--- src/rtl/assert_macros.svh ---
// ----------------------------------------------------------------------------
// Assertion macros
// Shared concurrent assertion forms, clocked on clock and disabled in reset.
// ----------------------------------------------------------------------------
`ifndef ASSERT_MACROS_SVH
`define ASSERT_MACROS_SVH

// The property must hold at every clock edge outside reset.
`define AST_HOLDS(lbl, prop, msg) \
   lbl: assert property (@(posedge clock) disable iff (reset) (prop)) else $error(msg);

// The condition must never be true at a clock edge outside reset.
`define AST_NEVER(lbl, cond, msg) \
   lbl: assert property (@(posedge clock) disable iff (reset) !(cond)) else $error(msg);

`endif

--- src/rtl/mrfp_pkg.sv ---
// ----------------------------------------------------------------------------
// Meter readout frame parser package
// Character codes, parser phase codes and result kinds.
// ----------------------------------------------------------------------------
`default_nettype none

package mrfp_pkg;

   localparam int unsigned IdMax = 64;

   localparam logic [7:0] ChStx   = 8'h02;
   localparam logic [7:0] ChEtx   = 8'h03;
   localparam logic [7:0] ChLf    = 8'h0A;
   localparam logic [7:0] ChCr    = 8'h0D;
   localparam logic [7:0] ChStart = 8'h2F;
   localparam logic [7:0] ChEnd   = 8'h21;
   localparam logic [7:0] ChSpace = 8'h20;
   localparam logic [7:0] ChTab   = 8'h09;

   localparam logic [3:0] PhIdle   = 4'd0;
   localparam logic [3:0] PhId     = 4'd1;
   localparam logic [3:0] PhIdLf   = 4'd2;
   localparam logic [3:0] PhStx    = 4'd3;
   localparam logic [3:0] PhData   = 4'd4;
   localparam logic [3:0] PhDataLf = 4'd5;
   localparam logic [3:0] PhEndCr  = 4'd6;
   localparam logic [3:0] PhEndLf  = 4'd7;
   localparam logic [3:0] PhEtx    = 4'd8;
   localparam logic [3:0] PhBbc    = 4'd9;

   typedef logic [1:0] kind_type;
   localparam kind_type KindIdChar   = 2'd0;
   localparam kind_type KindDataChar = 2'd1;
   localparam kind_type KindLineEnd  = 2'd2;
   localparam kind_type KindFrameEnd = 2'd3;

   typedef logic [6:0] count_type;

   // Space, and tab through carriage return, count as trailing whitespace.
   function automatic logic is_blank(input logic [7:0] c);
      return (c == ChSpace) || ((c >= ChTab) && (c <= ChCr));
   endfunction

endpackage

`default_nettype wire

--- src/rtl/meter_readout_frame_parser_unit.sv ---
// ----------------------------------------------------------------------------
// Meter readout frame parser unit
// Input register, then result register; one byte per cycle unless stalled.
// The input register and the result register stall together on rsp_ready.
// Synchronous reset returns the parser to idle with empty counts and check.
// ----------------------------------------------------------------------------
`default_nettype none

`include "assert_macros.svh"

module meter_readout_frame_parser_unit
   import mrfp_pkg::*;
(
   input  wire logic       clock,
   input  wire logic       reset,
   input  wire logic       req_valid,
   output      logic       req_ready,
   input  wire logic [7:0] req_rx_byte,
   output      logic       rsp_valid,
   input  wire logic       rsp_ready,
   output      logic [1:0] rsp_kind,
   output      logic [7:0] rsp_char_value,
   output      logic [6:0] rsp_id_length,
   output      logic       rsp_check_ok,
   output      logic       rsp_missing_stx
);

   logic       in_valid_ff, in_valid_in;
   logic [7:0] in_byte_ff;

   logic [3:0] phase_ff, phase_in;
   logic [7:0] check_ff, check_in;
   count_type  id_count_ff, id_count_in;
   count_type  id_trim_ff, id_trim_in;

   logic       out_valid_ff, out_valid_in;
   kind_type   out_kind_ff, out_kind_in;
   logic [7:0] out_char_ff, out_char_in;
   count_type  out_len_ff, out_len_in;
   logic       out_ok_ff, out_ok_in;
   logic       out_nostx_ff, out_nostx_in;

   logic       out_free;
   logic       work_fire;
   logic       emit;
   logic [7:0] c;

   assign out_free  = !out_valid_ff || rsp_ready;
   assign work_fire = in_valid_ff && out_free;
   assign req_ready = !in_valid_ff || out_free;
   assign c         = in_byte_ff;

   // Next parser state and the result caused by the registered byte.
   always_comb begin
      phase_in    = phase_ff;
      check_in    = check_ff;
      id_count_in = id_count_ff;
      id_trim_in  = id_trim_ff;
      emit        = 1'b0;
      out_kind_in = KindIdChar;
      out_char_in = 8'h00;
      out_len_in  = '0;
      out_ok_in   = 1'b0;
      out_nostx_in = 1'b0;
      unique case (phase_ff)
         PhId: begin
            if (c == ChCr) begin
               phase_in = PhIdLf;
            end else if (id_count_ff < count_type'(IdMax)) begin
               id_count_in = id_count_ff + 7'd1;
               if (!is_blank(c)) begin
                  id_trim_in = id_count_ff + 7'd1;
               end
               emit        = 1'b1;
               out_kind_in = KindIdChar;
               out_char_in = c;
            end
         end
         PhIdLf: begin
            phase_in = (c == ChLf) ? PhStx : PhIdle;
         end
         PhStx: begin
            if (c == ChStx) begin
               phase_in = PhData;
            end else begin
               phase_in     = PhIdle;
               emit         = 1'b1;
               out_kind_in  = KindFrameEnd;
               out_len_in   = id_trim_ff;
               out_nostx_in = 1'b1;
            end
         end
         PhData: begin
            check_in = check_ff ^ c;
            if (c == ChEnd) begin
               phase_in = PhEndCr;
            end else if (c == ChCr) begin
               phase_in    = PhDataLf;
               emit        = 1'b1;
               out_kind_in = KindLineEnd;
            end else begin
               emit        = 1'b1;
               out_kind_in = KindDataChar;
               out_char_in = c;
            end
         end
         PhDataLf: begin
            check_in = check_ff ^ c;
            phase_in = (c == ChLf) ? PhData : PhIdle;
         end
         PhEndCr: begin
            check_in = check_ff ^ c;
            phase_in = (c == ChCr) ? PhEndLf : PhIdle;
         end
         PhEndLf: begin
            check_in = check_ff ^ c;
            phase_in = (c == ChLf) ? PhEtx : PhIdle;
         end
         PhEtx: begin
            if (c == ChEtx) begin
               check_in = check_ff ^ c;
               phase_in = PhBbc;
            end else begin
               phase_in = PhIdle;
            end
         end
         PhBbc: begin
            phase_in    = PhIdle;
            emit        = 1'b1;
            out_kind_in = KindFrameEnd;
            out_len_in  = id_trim_ff;
            out_ok_in   = (check_ff == c);
         end
         default: begin
            // Idle and unused codes wait for the frame start character.
            phase_in = PhIdle;
            if (c == ChStart) begin
               check_in    = 8'h00;
               id_count_in = '0;
               id_trim_in  = '0;
               phase_in    = PhId;
            end
         end
      endcase
   end

   always_comb begin
      in_valid_in = in_valid_ff;
      if (req_valid && req_ready) begin
         in_valid_in = 1'b1;
      end else if (work_fire) begin
         in_valid_in = 1'b0;
      end
      out_valid_in = out_valid_ff;
      if (work_fire) begin
         out_valid_in = emit;
      end else if (rsp_ready) begin
         out_valid_in = 1'b0;
      end
   end

   always_ff @(posedge clock) begin
      if (reset) begin
         in_valid_ff  <= 1'b0;
         out_valid_ff <= 1'b0;
         phase_ff     <= PhIdle;
         check_ff     <= 8'h00;
         id_count_ff  <= '0;
         id_trim_ff   <= '0;
      end else begin
         in_valid_ff  <= in_valid_in;
         out_valid_ff <= out_valid_in;
         if (work_fire) begin
            phase_ff    <= phase_in;
            check_ff    <= check_in;
            id_count_ff <= id_count_in;
            id_trim_ff  <= id_trim_in;
         end
      end
   end

   always_ff @(posedge clock) begin
      if (req_valid && req_ready) begin
         in_byte_ff <= req_rx_byte;
      end
      if (work_fire && emit) begin
         out_kind_ff  <= out_kind_in;
         out_char_ff  <= out_char_in;
         out_len_ff   <= out_len_in;
         out_ok_ff    <= out_ok_in;
         out_nostx_ff <= out_nostx_in;
      end
   end

   assign rsp_valid       = out_valid_ff;
   assign rsp_kind        = out_kind_ff;
   assign rsp_char_value  = out_char_ff;
   assign rsp_id_length   = out_len_ff;
   assign rsp_check_ok    = out_ok_ff;
   assign rsp_missing_stx = out_nostx_ff;

   `AST_HOLDS(a_trim_le_count, id_trim_ff <= id_count_ff, "trimmed length exceeds count")
   `AST_HOLDS(a_count_le_max, id_count_ff <= count_type'(IdMax), "id count beyond limit")
   `AST_NEVER(a_end_both_flags, out_valid_ff && out_ok_ff && out_nostx_ff, "check_ok with missing STX")
   `AST_HOLDS(a_line_end_no_char, (out_valid_ff && out_kind_ff == KindLineEnd) |-> (out_char_ff == 8'h00), "line end carries a character")
   `AST_HOLDS(a_stall_holds_byte, (in_valid_ff && !out_free) |=> (in_valid_ff && $stable(in_byte_ff)), "stalled input byte lost")

endmodule

`default_nettype wire
--- config.mk ---
export PLATFORM = sky130hd
export DESIGN_NAME = meter_readout_frame_parser_unit
export DESIGN_NICKNAME = d
export VERILOG_FILES = /design/src/rtl/mrfp_pkg.sv /design/src/rtl/meter_readout_frame_parser_unit.sv
export VERILOG_INCLUDE_DIRS = /design/src /design/src/rtl
export SDC_FILE = /design/constraint.sdc
export NUM_CORES = 1
export LEC_CHECK = 0
export ABC_CLOCK_PERIOD_IN_PS = 2750
export BUFFER_PORTS_ARGS = -buffer_cell sky130_fd_sc_hd__buf_4
export CAP_MARGIN = 20
export CORE_UTILIZATION = 45
export CTS_CLUSTER_DIAMETER = 60
export DETAILED_ROUTE_END_ITERATION = 7
export GPL_ROUTABILITY_DRIVEN = 0
export PLACE_DENSITY = 0.78
export SETUP_SLACK_MARGIN = 0.15
export SLEW_MARGIN = 25
export SYNTH_ARGS = -nofsm -noshare
export SYNTH_HDL_FRONTEND = slang
export SYNTH_SLANG_ARGS = --single-unit
export TNS_END_PERCENT = 10
--- constraint.sdc ---
create_clock -name clock -period 2.75 [get_ports clock]
set_input_delay 0.6875 -clock clock [delete_from_list [all_inputs] [get_ports clock]]
set_output_delay 0.6875 -clock clock [all_outputs]
set_load 0.005 [all_outputs]
==> run metrics, run 1 <==
CP Launch Type flip-flop; total iterations of the first detailed-routing run 4; die area just under 7000 um2; Initial Util roughly 48%; distinct cell type count after synthesis 55; layout cells sized above 1 19.1%; clk slew on worst S/H paths 0.10 ns; critical path class reg2reg; ANT cells 0; Detail Route Antenna Nets 0; top achievable clock speed a little over 400 MHz; Initial DRC Count 247; critical-path maximum fanout 8; Nets 331; Worst-Skew Late Latency roughly 0.31 ns; antenna violations before repair 0; Hold Crit Class reg2reg; Total Wirelength around 5.9 mm; CTS Buf Count 5; final hold vios 0; H-tree Lvls 2; Clock Path Buffers 2; clock sink count 55; cts hold-fix bufs 0; sequential power share 60.4%; grt ovf 0; port buffer count 32; Synthesized Nets between 300 and 400; Slew headroom 57.4%; number of placement rows 28; Pins Over Slew Limit 0; Synth async-reset ratio 0%; Mean Syn Cell Area 9.97 um2; Int Pwr approximately 1.1 mW; crit path time final around 2.4 ns; switching share of power between 20% and 30%; half-perimeter wire length after placement between 4 and 5 mm; Final Non-Filler Cells 394; clock power share 30.3%; combinational power share a little under a tenth; Core Area about 6000 um2; Setup violations, final 0; Post-CTS Setup Repair Bufs 0; peak supply drop approximately 0.27 mV; Top Ports 33; Slew @ Worst Pin 0.639 ns; post-synthesis register bit count 55; Die Wd between 80 and 90 um; Synth Instances 289; Post-synth top flop dfxtp_1; Crit path required time 2.99 ns; leakage power total between 1 and 1.5 nW; via count 2,229; Tcrit/Tclk final 87.9%; DRC 0; Post-synth EDFFs 27; CTS tree built; wire per inst about 15 um; PwrDens around 450 nW/um2; aggregate negative setup slack 0 ns; aggregate global-route resource usage 18.8%; status finished, final reports clean; RSZ-0062 raised after global routing false; Layout fillers roughly 540; Final Skew roughly 0.0090 ns; Post-Place Cells around 390; Netlist Area Pre-Place 2880 um2; Vias/cell about 5.7; sequential standard cell area 1370 um2; Layout area overhead 14.7%; worst hold slack between 0.4 and 0.5 ns; max_cap viols 0; YS warnings 0; Net Switching roughly 0.37 mW; CP Capture Type flip-flop; Worst EP arrival 2.66 ns; first-pass GRT wire length about 9.6 mm; root buf cell clkbuf_8; die height ~82 um; area of the multi-input gates ~1400 um2; largest net degree at the start of global routing 34; Placement Cell Area 3210 um2; number of global-route vias before repair 1,963; post-synthesis sequential area ratio 47.6%; # resized after CTS 0; Power Total 1.48 mW; Post-Layout Inst Area between 3000 and 4000 um2
-- routing by layer --
metal / share of wire, % / vias to the layer above / track usage [%]
met1: 48 / 1034 / 26.6
li1: - / 1118 / -
met4: 1.0 / 0 / 5.61
met5: 0 / - / 0
met2: 44 / 71 / 28.9
met3: 6.8 / 6 / 3.67
-- critical path: stages, from the launching register on --
cell and delay [ns]:
edfxtp_1 0.52, or4_4 0.64, or4_4 0.55, a2111oi_4 0.32, nor4_1 0.11, a211oi_2 0.21
-- flip-flops by register name, indices dropped and copies added (netlist names), 2 cells and up --
name	cells
rsp_char_value	8
rsp_id_length	7
id_trim_ff	7
check_ff	8
phase_ff	4
rsp_kind	2
c	8
id_count_ff	7
-- power groups by stage --
stage          Sequential [mW]  Clock (mW)  Combinational (mW)
3_3_place_gp             0.913           0               0.135
5_1_grt                  0.899       0.497               0.151
6_report                 0.896       0.450               0.137
3_5_place_dp             0.914           0               0.135
2_1_floorplan            0.900           0              0.0965
4_1_cts                  0.895       0.466               0.136
-- synth_stat cells, types with 7 or more instances --
| cell | count | area share, % |
|---|---|---|
| a21oi_1 | 10 | 1.7 |
| and2_1 | 12 | 2.6 |
| clkbuf_1 | 16 | 2.1 |
| dfxtp_1 | 28 | 19 |
| edfxtp_1 | 27 | 28 |
| nand2_1 | 10 | 1.3 |
| nand2b_1 | 21 | 4.6 |
| nand4_1 | 10 | 2.2 |
| nor2_1 | 21 | 2.7 |
| nor2b_1 | 10 | 2.2 |
| nor3b_1 | 8 | 2.1 |
| o211a_1 | 7 | 2.4 |
| o21ai_1 | 13 | 2.3 |
| xor2_1 | 9 | 2.7 |
-- placed cells by master (no fill, tap or decap), types with 4 or more instances in the layout --
master / n
nor2b_1: 10
xor2_1: 9
a211oi_1: 4
and2_1: 12
nor2_1: 20
edfxtp_1: 27
buf_4: 44
a21oi_1: 10
o211ai_1: 4
nor4_1: 6
nand2b_1: 21
o2bb2ai_1: 5
nand4_1: 10
inv_1: 4
nor3_1: 6
nand3_1: 4
o211a_1: 7
o21ai_1: 13
nor3b_1: 8
o21ai_0: 5
nand2_1: 10
dfxtp_1: 28
clkbuf_8: 5
xnor2_1: 4
-- metrics by stage --
step | worst slack (ns) | util, %
floorplan | 0.346 | -
global placement | 0.396 | 52.9
detailed placement | 0.287 | 52.9
CTS | 0.273 | 54.4
global route | 0.216 | 54.5
finish | 0.333 | 54.5
-- final cells by class --
class | count | share of cell area, %
multi-input combinational | 208 | 42.4
clock buffer | 5 | 2.08
timing repair buffer | 44 | 10.0
sequential | 55 | 41.5
tap | 75 | 2.84
inverter | 4 | 0.454
clock inverter | 3 | 0.757
-- final timing paths --
| kind | end | slack [ns] | cells after the start | from |
|---|---|---|---|---|
| hold reg to reg | id_trim_ff[2] | 0.46 | 1 | id_trim_ff[2] |
| setup / recovery | phase_ff[0] | 0.33 | 5 | c[4] |
| setup reg to reg | phase_ff[0] | 0.33 | 5 | c[4] |
| hold / removal | id_trim_ff[2] | 0.46 | 1 | id_trim_ff[2] |
-- cell families (layout without fill, tap and decap cells) --
logic type / Yosys count / count (layout) / share of synthesized area, %
simple gates: 126 / 126 / 26.5
compound gates: 66 / 66 / 16.8
flops: 55 / 55 / 47.6
buf+inv: 26 / 56 / 4.04
xor+xnor: 13 / 13 / 3.95
mux: 2 / 2 / 0.695
fa+ha+maj: 1 / 1 / 0.434
No activity file was read; power rests on OpenSTA's default activity.
==> inputs of run 2 (changes only) <==
--- a/config.mk
+++ b/config.mk
@@ -7,14 +7,15 @@
 export NUM_CORES = 1
 export LEC_CHECK = 0
 export ABC_CLOCK_PERIOD_IN_PS = 2750
-export BUFFER_PORTS_ARGS = -buffer_cell sky130_fd_sc_hd__buf_4
 export CAP_MARGIN = 20
+export CORE_ASPECT_RATIO = 1.2
 export CORE_UTILIZATION = 45
 export CTS_CLUSTER_DIAMETER = 60
 export DETAILED_ROUTE_END_ITERATION = 7
+export DONT_BUFFER_PORTS = 1
 export GPL_ROUTABILITY_DRIVEN = 0
-export PLACE_DENSITY = 0.78
-export SETUP_SLACK_MARGIN = 0.15
+export PLACE_DENSITY = 0.73
+export SETUP_SLACK_MARGIN = 0.1
 export SLEW_MARGIN = 25
 export SYNTH_ARGS = -nofsm -noshare
 export SYNTH_HDL_FRONTEND = slang
==> run metrics, run 2 (synthesis results as in run 1) <==
status finished, final reports clean; Core Area 6090 um2 (+0.47%); Net Switching 0.357 mW (-2.5%); half-perimeter wire length after placement 3.94 mm (-8.1%); post-route setup slack 0.287 ns (-0.0469 ns); Post-Layout Inst Area 3090 um2 (-6.6%); max_cap viols 0 (unchanged); antenna violations before repair 0 (unchanged); Crit path required time 2.99 ns (about the same); Total Wirelength 5.45 mm (-6.9%); Int Pwr 1.10 mW (-1.3%); ANT cells 0 (unchanged); aggregate negative setup slack 0 ns (unchanged); Final Skew 0.00728 ns (-0.00174 ns); RSZ-0062 raised after global routing false; area of the multi-input gates 1400 um2 (unchanged); Worst EP arrival 2.70 ns (+0.04 ns); CP Launch Type flip-flop; critical-path maximum fanout 8 (unchanged); largest net degree at the start of global routing 34 (unchanged); sequential power share 61.4% (+1.0 points); Vias/cell 5.63 (-0.57%); root buf cell clkbuf_8; CTS Buf Count 5 (unchanged); Initial Util 47.3% (-0.22 points); cts hold-fix bufs 0 (unchanged); wire per inst 14.7 um (-1.2%); Layout area overhead 7.17%; Pins Over Slew Limit 0 (unchanged); Slew headroom 60.9% (+3.4 points); layout cells sized above 1 10.7% (-8.4 points); Nets 301 (-9.1%); critical path class reg2reg; CP Capture Type flip-flop; Top Ports 33 (unchanged); CTS tree built; Initial DRC Count 168 (-32%); clock sink count 55 (unchanged); clk slew on worst S/H paths 0.10 ns (about the same); commonest non-fill, non-tap cells in the layout dfxtp_1 (28), edfxtp_1 (27), nand2b_1 (21); H-tree Lvls 2 (unchanged); Slew @ Worst Pin 0.587 ns (-0.0516 ns); leakage power total 1.04 nW (-12%); aggregate global-route resource usage 18.2% (-0.65 points); Detail Route Antenna Nets 0 (unchanged); combinational power share 7.6% (-1.7 points); commonest non-fill, non-tap cell in the layout dfxtp_1; clock power share 31.0% (+0.7 points); total iterations of the first detailed-routing run 4 (unchanged); number of placement rows 31 (+11%); Setup violations, final 0 (unchanged); crit path time final 2.46 ns (+0.0469 ns); Hold Crit Class in2reg; PwrDens 473 nW/um2 (+5.3%); Placement Cell Area 2990 um2 (-6.8%); Clock Path Buffers 2 (unchanged); port buffer count 0 (-100%); switching share of power 24.5% (-0.22 points); Layout fillers 569 (+5.6%); grt ovf 0 (unchanged); number of global-route vias before repair 1,950 (-0.66%); Tcrit/Tclk final 89.6% (+1.7 points); die height 89.6 um (+9.3%); via count 2,087 (-6.4%); Worst-Skew Late Latency 0.31 ns (about the same); Die Wd 75.0 um (-8.5%); peak supply drop 0.348 mV (+31%); top achievable clock speed 406 MHz (-1.9%); DRC 0 (unchanged); first-pass GRT wire length 9.29 mm (-2.9%); final hold vios 0 (unchanged); sequential standard cell area 1370 um2 (unchanged); Place WS 0.229 ns (-0.0583 ns); die area 6730 um2 (about the same)
## run 2: timing repair
| action | CTS | global route |
|---|---|---|
| setup buffers | 0 | 0 |
| resized for setup | 0 | 1 |
| endpoints found under the setup margin | 0 | 19 |
## run 2: routing by layer
layer  GRT usage (%)  wire, um  vias up
li1                -         -     1059
met1            24.0      2490      951
met2            29.0      2570       66
met3            3.35       259       11
met4            7.89       124        0
met5               0         0        -
## run 2: final timing paths
| kind | from | end | slack, ns | cells after the start |
|---|---|---|---|---|
| setup / recovery | c[2] | phase_ff[0] | 0.29 | 5 |
| hold / removal | reset | id_count_ff[1] | 0.43 | 1 |
| setup reg to reg | c[2] | phase_ff[0] | 0.29 | 5 |
| hold reg to reg | id_trim_ff[1] | id_trim_ff[1] | 0.46 | 1 |
## run 2: worst max-delay path: stages, from the launching register on
cell       delay [ns]
edfxtp_1         0.54
or4_4            0.63
or4_4            0.55
a2111oi_4        0.34
nor4_1           0.12
a211oi_2         0.21
## run 2: final cells by class
cell class	count	area share [%]
inverter	4	0.486
clock buffer	5	2.23
multi-input combinational	208	45.4
sequential	55	44.4
clock inverter	3	0.770
timing repair buffer	14	3.40
tap	82	3.32
## run 2: metrics by stage
stage                     hold WS, ns  power [mW]  utilization [%]  cells
after floorplan                 0.424       0.997                -    289
after global placement          0.436        1.02             49.1    363
after detailed placement        0.443        1.02             49.1    363
after CTS                       0.418        1.47             50.6    371
after global routing            0.407        1.53             50.7    371
final                           0.430        1.46             50.7    371
## run 2: power by group through the flow
stage	logic (mW)	clock network (mW)	registers (mW)
2_1_floorplan	0.0965	0	0.900
3_3_place_gp	0.108	0	0.914
3_5_place_dp	0.109	0	0.915
4_1_cts	0.109	0.468	0.896
5_1_grt	0.122	0.507	0.901
6_report	0.111	0.453	0.896
==> inputs of run 3 (changes only) <==
--- a/config.mk
+++ b/config.mk
@@ -8,7 +8,7 @@
 export LEC_CHECK = 0
 export ABC_CLOCK_PERIOD_IN_PS = 2750
 export CAP_MARGIN = 20
-export CORE_ASPECT_RATIO = 1.2
+export CORE_ASPECT_RATIO = 1.5
 export CORE_UTILIZATION = 45
 export CTS_CLUSTER_DIAMETER = 60
 export DETAILED_ROUTE_END_ITERATION = 7
==> run metrics, run 3 (synthesis results as in run 1) <==
status finished, final reports clean; CP Capture Type flip-flop; Layout Utilization 49.9% (-0.74 points); leakage power total 1.05 nW (+0.96%); switching share of power 23.1% (-1.3 points); sequential standard cell area 1370 um2 (unchanged); layout cells sized above 1 10.1% (-0.66 points); critical path class reg2reg; half-perimeter wire length after placement 4.29 mm (+8.7%); Top Ports 33 (unchanged); aggregate negative setup slack 0 ns (unchanged); die height 100 um (+12%); FF-to-FF Start c[4]; clk slew on worst S/H paths 0.10 ns (about the same); Layout fillers 526 (-7.6%); final hold vios 0 (unchanged); FF-to-FF path depth 5 (unchanged); clock power share 34.7% (+3.7 points); CP max stage cell or4_4; largest net degree at the start of global routing 34 (unchanged); clock sink count 55 (unchanged); WP depth 5 (unchanged); R2R Setup Slk 0.34 ns (+0.05 ns); slowest cell delay on critical path 0.64 ns (about the same); die area 6730 um2 (about the same); sequential power share 58.2% (-3.2 points); Total Wirelength 5.89 mm (+8.1%); wire per inst 16.3 um (+11%); via count 2,240 (+7.3%); Slew headroom 55.9% (-4.9 points); aggregate global-route resource usage 19.6% (+1.4 points); Core Area 6170 um2 (+1.4%); root buf cell clkbuf_8; number of global-route vias before repair 2,199 (+13%); DRC 0 (unchanged); Setup violations, final 0 (unchanged); critical path endpoint phase_ff[0]; Clock Path Buffers 2 (unchanged); Int Pwr 1.19 mW (+7.6%); Initial DRC Count 160 (-4.8%); Post-CTS Setup Repair Bufs 0 (unchanged); Tcrit/Tclk final 87.7% (-1.9 points); commonest non-fill, non-tap cell in the layout dfxtp_1; Detail Route Antenna Nets 0 (unchanged); Final Skew 0.0111 ns (+0.00382 ns); CTS Buf Count 5 (unchanged); first-pass GRT wire length 10.1 mm (+9.0%); Vias/cell 6.19 (+10%); Worst EP arrival 2.65 ns (-0.05 ns); WP buf/inv 0 (unchanged); H-tree Lvls 2 (unchanged); CP top delay family simple AND/OR/NAND/NOR gates; area of the multi-input gates 1400 um2 (unchanged); combinational power share 7.2% (-0.4 points); RSZ-0062 raised after global routing false; Pins Over Slew Limit 0 (unchanged); Hold Crit Class in2reg; Crit path required time 2.99 ns (about the same); Layout area overhead 7.08% (about the same); grt ovf 0 (unchanged); number of placement rows 35 (+13%); crit path time final 2.41 ns (-0.0527 ns); top achievable clock speed 415 MHz (+2.2%); ANT cells 0 (unchanged); crit path from c[4]; total iterations of the first detailed-routing run 4 (unchanged); Initial Util 46.6% (-0.65 points); max_cap viols 0 (unchanged); cell repeated most along the worst path or4_4; antenna violations before repair 0 (unchanged); Nets 300 (-0.33%); Slew @ Worst Pin 0.658 ns (+0.0712 ns); port buffer count 0 (unchanged); crit-path cells or4_4 -> or4_4 -> a2111oi_4 -> nor4_1 -> a211oi_2; PwrDens 500 nW/um2 (+5.8%); CP Launch Type flip-flop; critical-path maximum fanout 8 (unchanged); peak supply drop 0.269 mV (-23%); Worst-Skew Late Latency 0.31 ns (about the same); CTS tree built; RR Endpoint phase_ff[0]; Power Total 1.54 mW (+5.7%); commonest non-fill, non-tap cells in the layout dfxtp_1 (28), edfxtp_1 (27), nand2b_1 (21); Die Wd 67.3 um (-10%); Net Switching 0.357 mW (-0.10%)
==> run 3: worst min path at each step <==
stage,from,endpoint,slack (ns),depth (start not counted)
after global placement,id_trim_ff[4],id_trim_ff[4],0.44,1
after global routing,reset,phase_ff[0],0.42,1
after detailed placement,id_trim_ff[3],id_trim_ff[3],0.44,1
after CTS,reset,id_count_ff[1],0.43,1
after floorplan,id_trim_ff[0],id_trim_ff[0],0.42,1
final,reset,id_count_ff[1],0.44,1
==> run 3: per-stage QoR <==
| stage | instance area, um2 | std cells | hold slack, ns | setup slack (ns) |
|---|---|---|---|---|
| after global placement | 2970 | 354 | 0.437 | 0.369 |
| after global routing | 3080 | 362 | 0.416 | 0.231 |
| after detailed placement | 2970 | 354 | 0.440 | 0.290 |
| after floorplan | 2880 | 289 | 0.424 | 0.346 |
| after CTS | 3080 | 362 | 0.429 | 0.278 |
| final | 3080 | 362 | 0.439 | 0.339 |
==> run 3: cell type report <==
| cell class | count | area share [%] |
|---|---|---|
| multi-input combinational | 208 | 45.4 |
| sequential | 55 | 44.5 |
| timing repair buffer | 13 | 3.16 |
| tap | 74 | 3.00 |
| clock buffer | 5 | 2.23 |
| clock inverter | 3 | 1.26 |
| inverter | 4 | 0.487 |
==> run 3: worst register-to-register path, stage by stage (launching register included) <==
cell and delay (ns):
edfxtp_1 0.52, or4_4 0.64, or4_4 0.55, a2111oi_4 0.32, nor4_1 0.10, a211oi_2 0.21
==> run 3: power by group through the flow <==
stage / sequential [mW] / clock [mW] / combinational [mW]
floorplan: 0.900 / 0 / 0.0965
global placement: 0.915 / 0 / 0.106
detailed placement: 0.916 / 0 / 0.108
CTS: 0.897 / 0.542 / 0.108
global route: 0.901 / 0.590 / 0.121
finish: 0.897 / 0.535 / 0.111
==> run 3: what timing repair did <==
item	CTS	global route
hold buffers	0	0
endpoints found under the setup margin	0	19
gates resized for setup	0	1
==> run 3: metal layers <==
| layer | vias to the layer above | wire, um | GRT usage [%] |
|---|---|---|---|
| li1 | 1052 | - | - |
| met3 | 18 | 255 | 2.73 |
| met4 | 0 | 187 | 9.49 |
| met2 | 97 | 3000 | 33.1 |
| met5 | - | 0 | 0 |
| met1 | 1073 | 2450 | 23.8 |
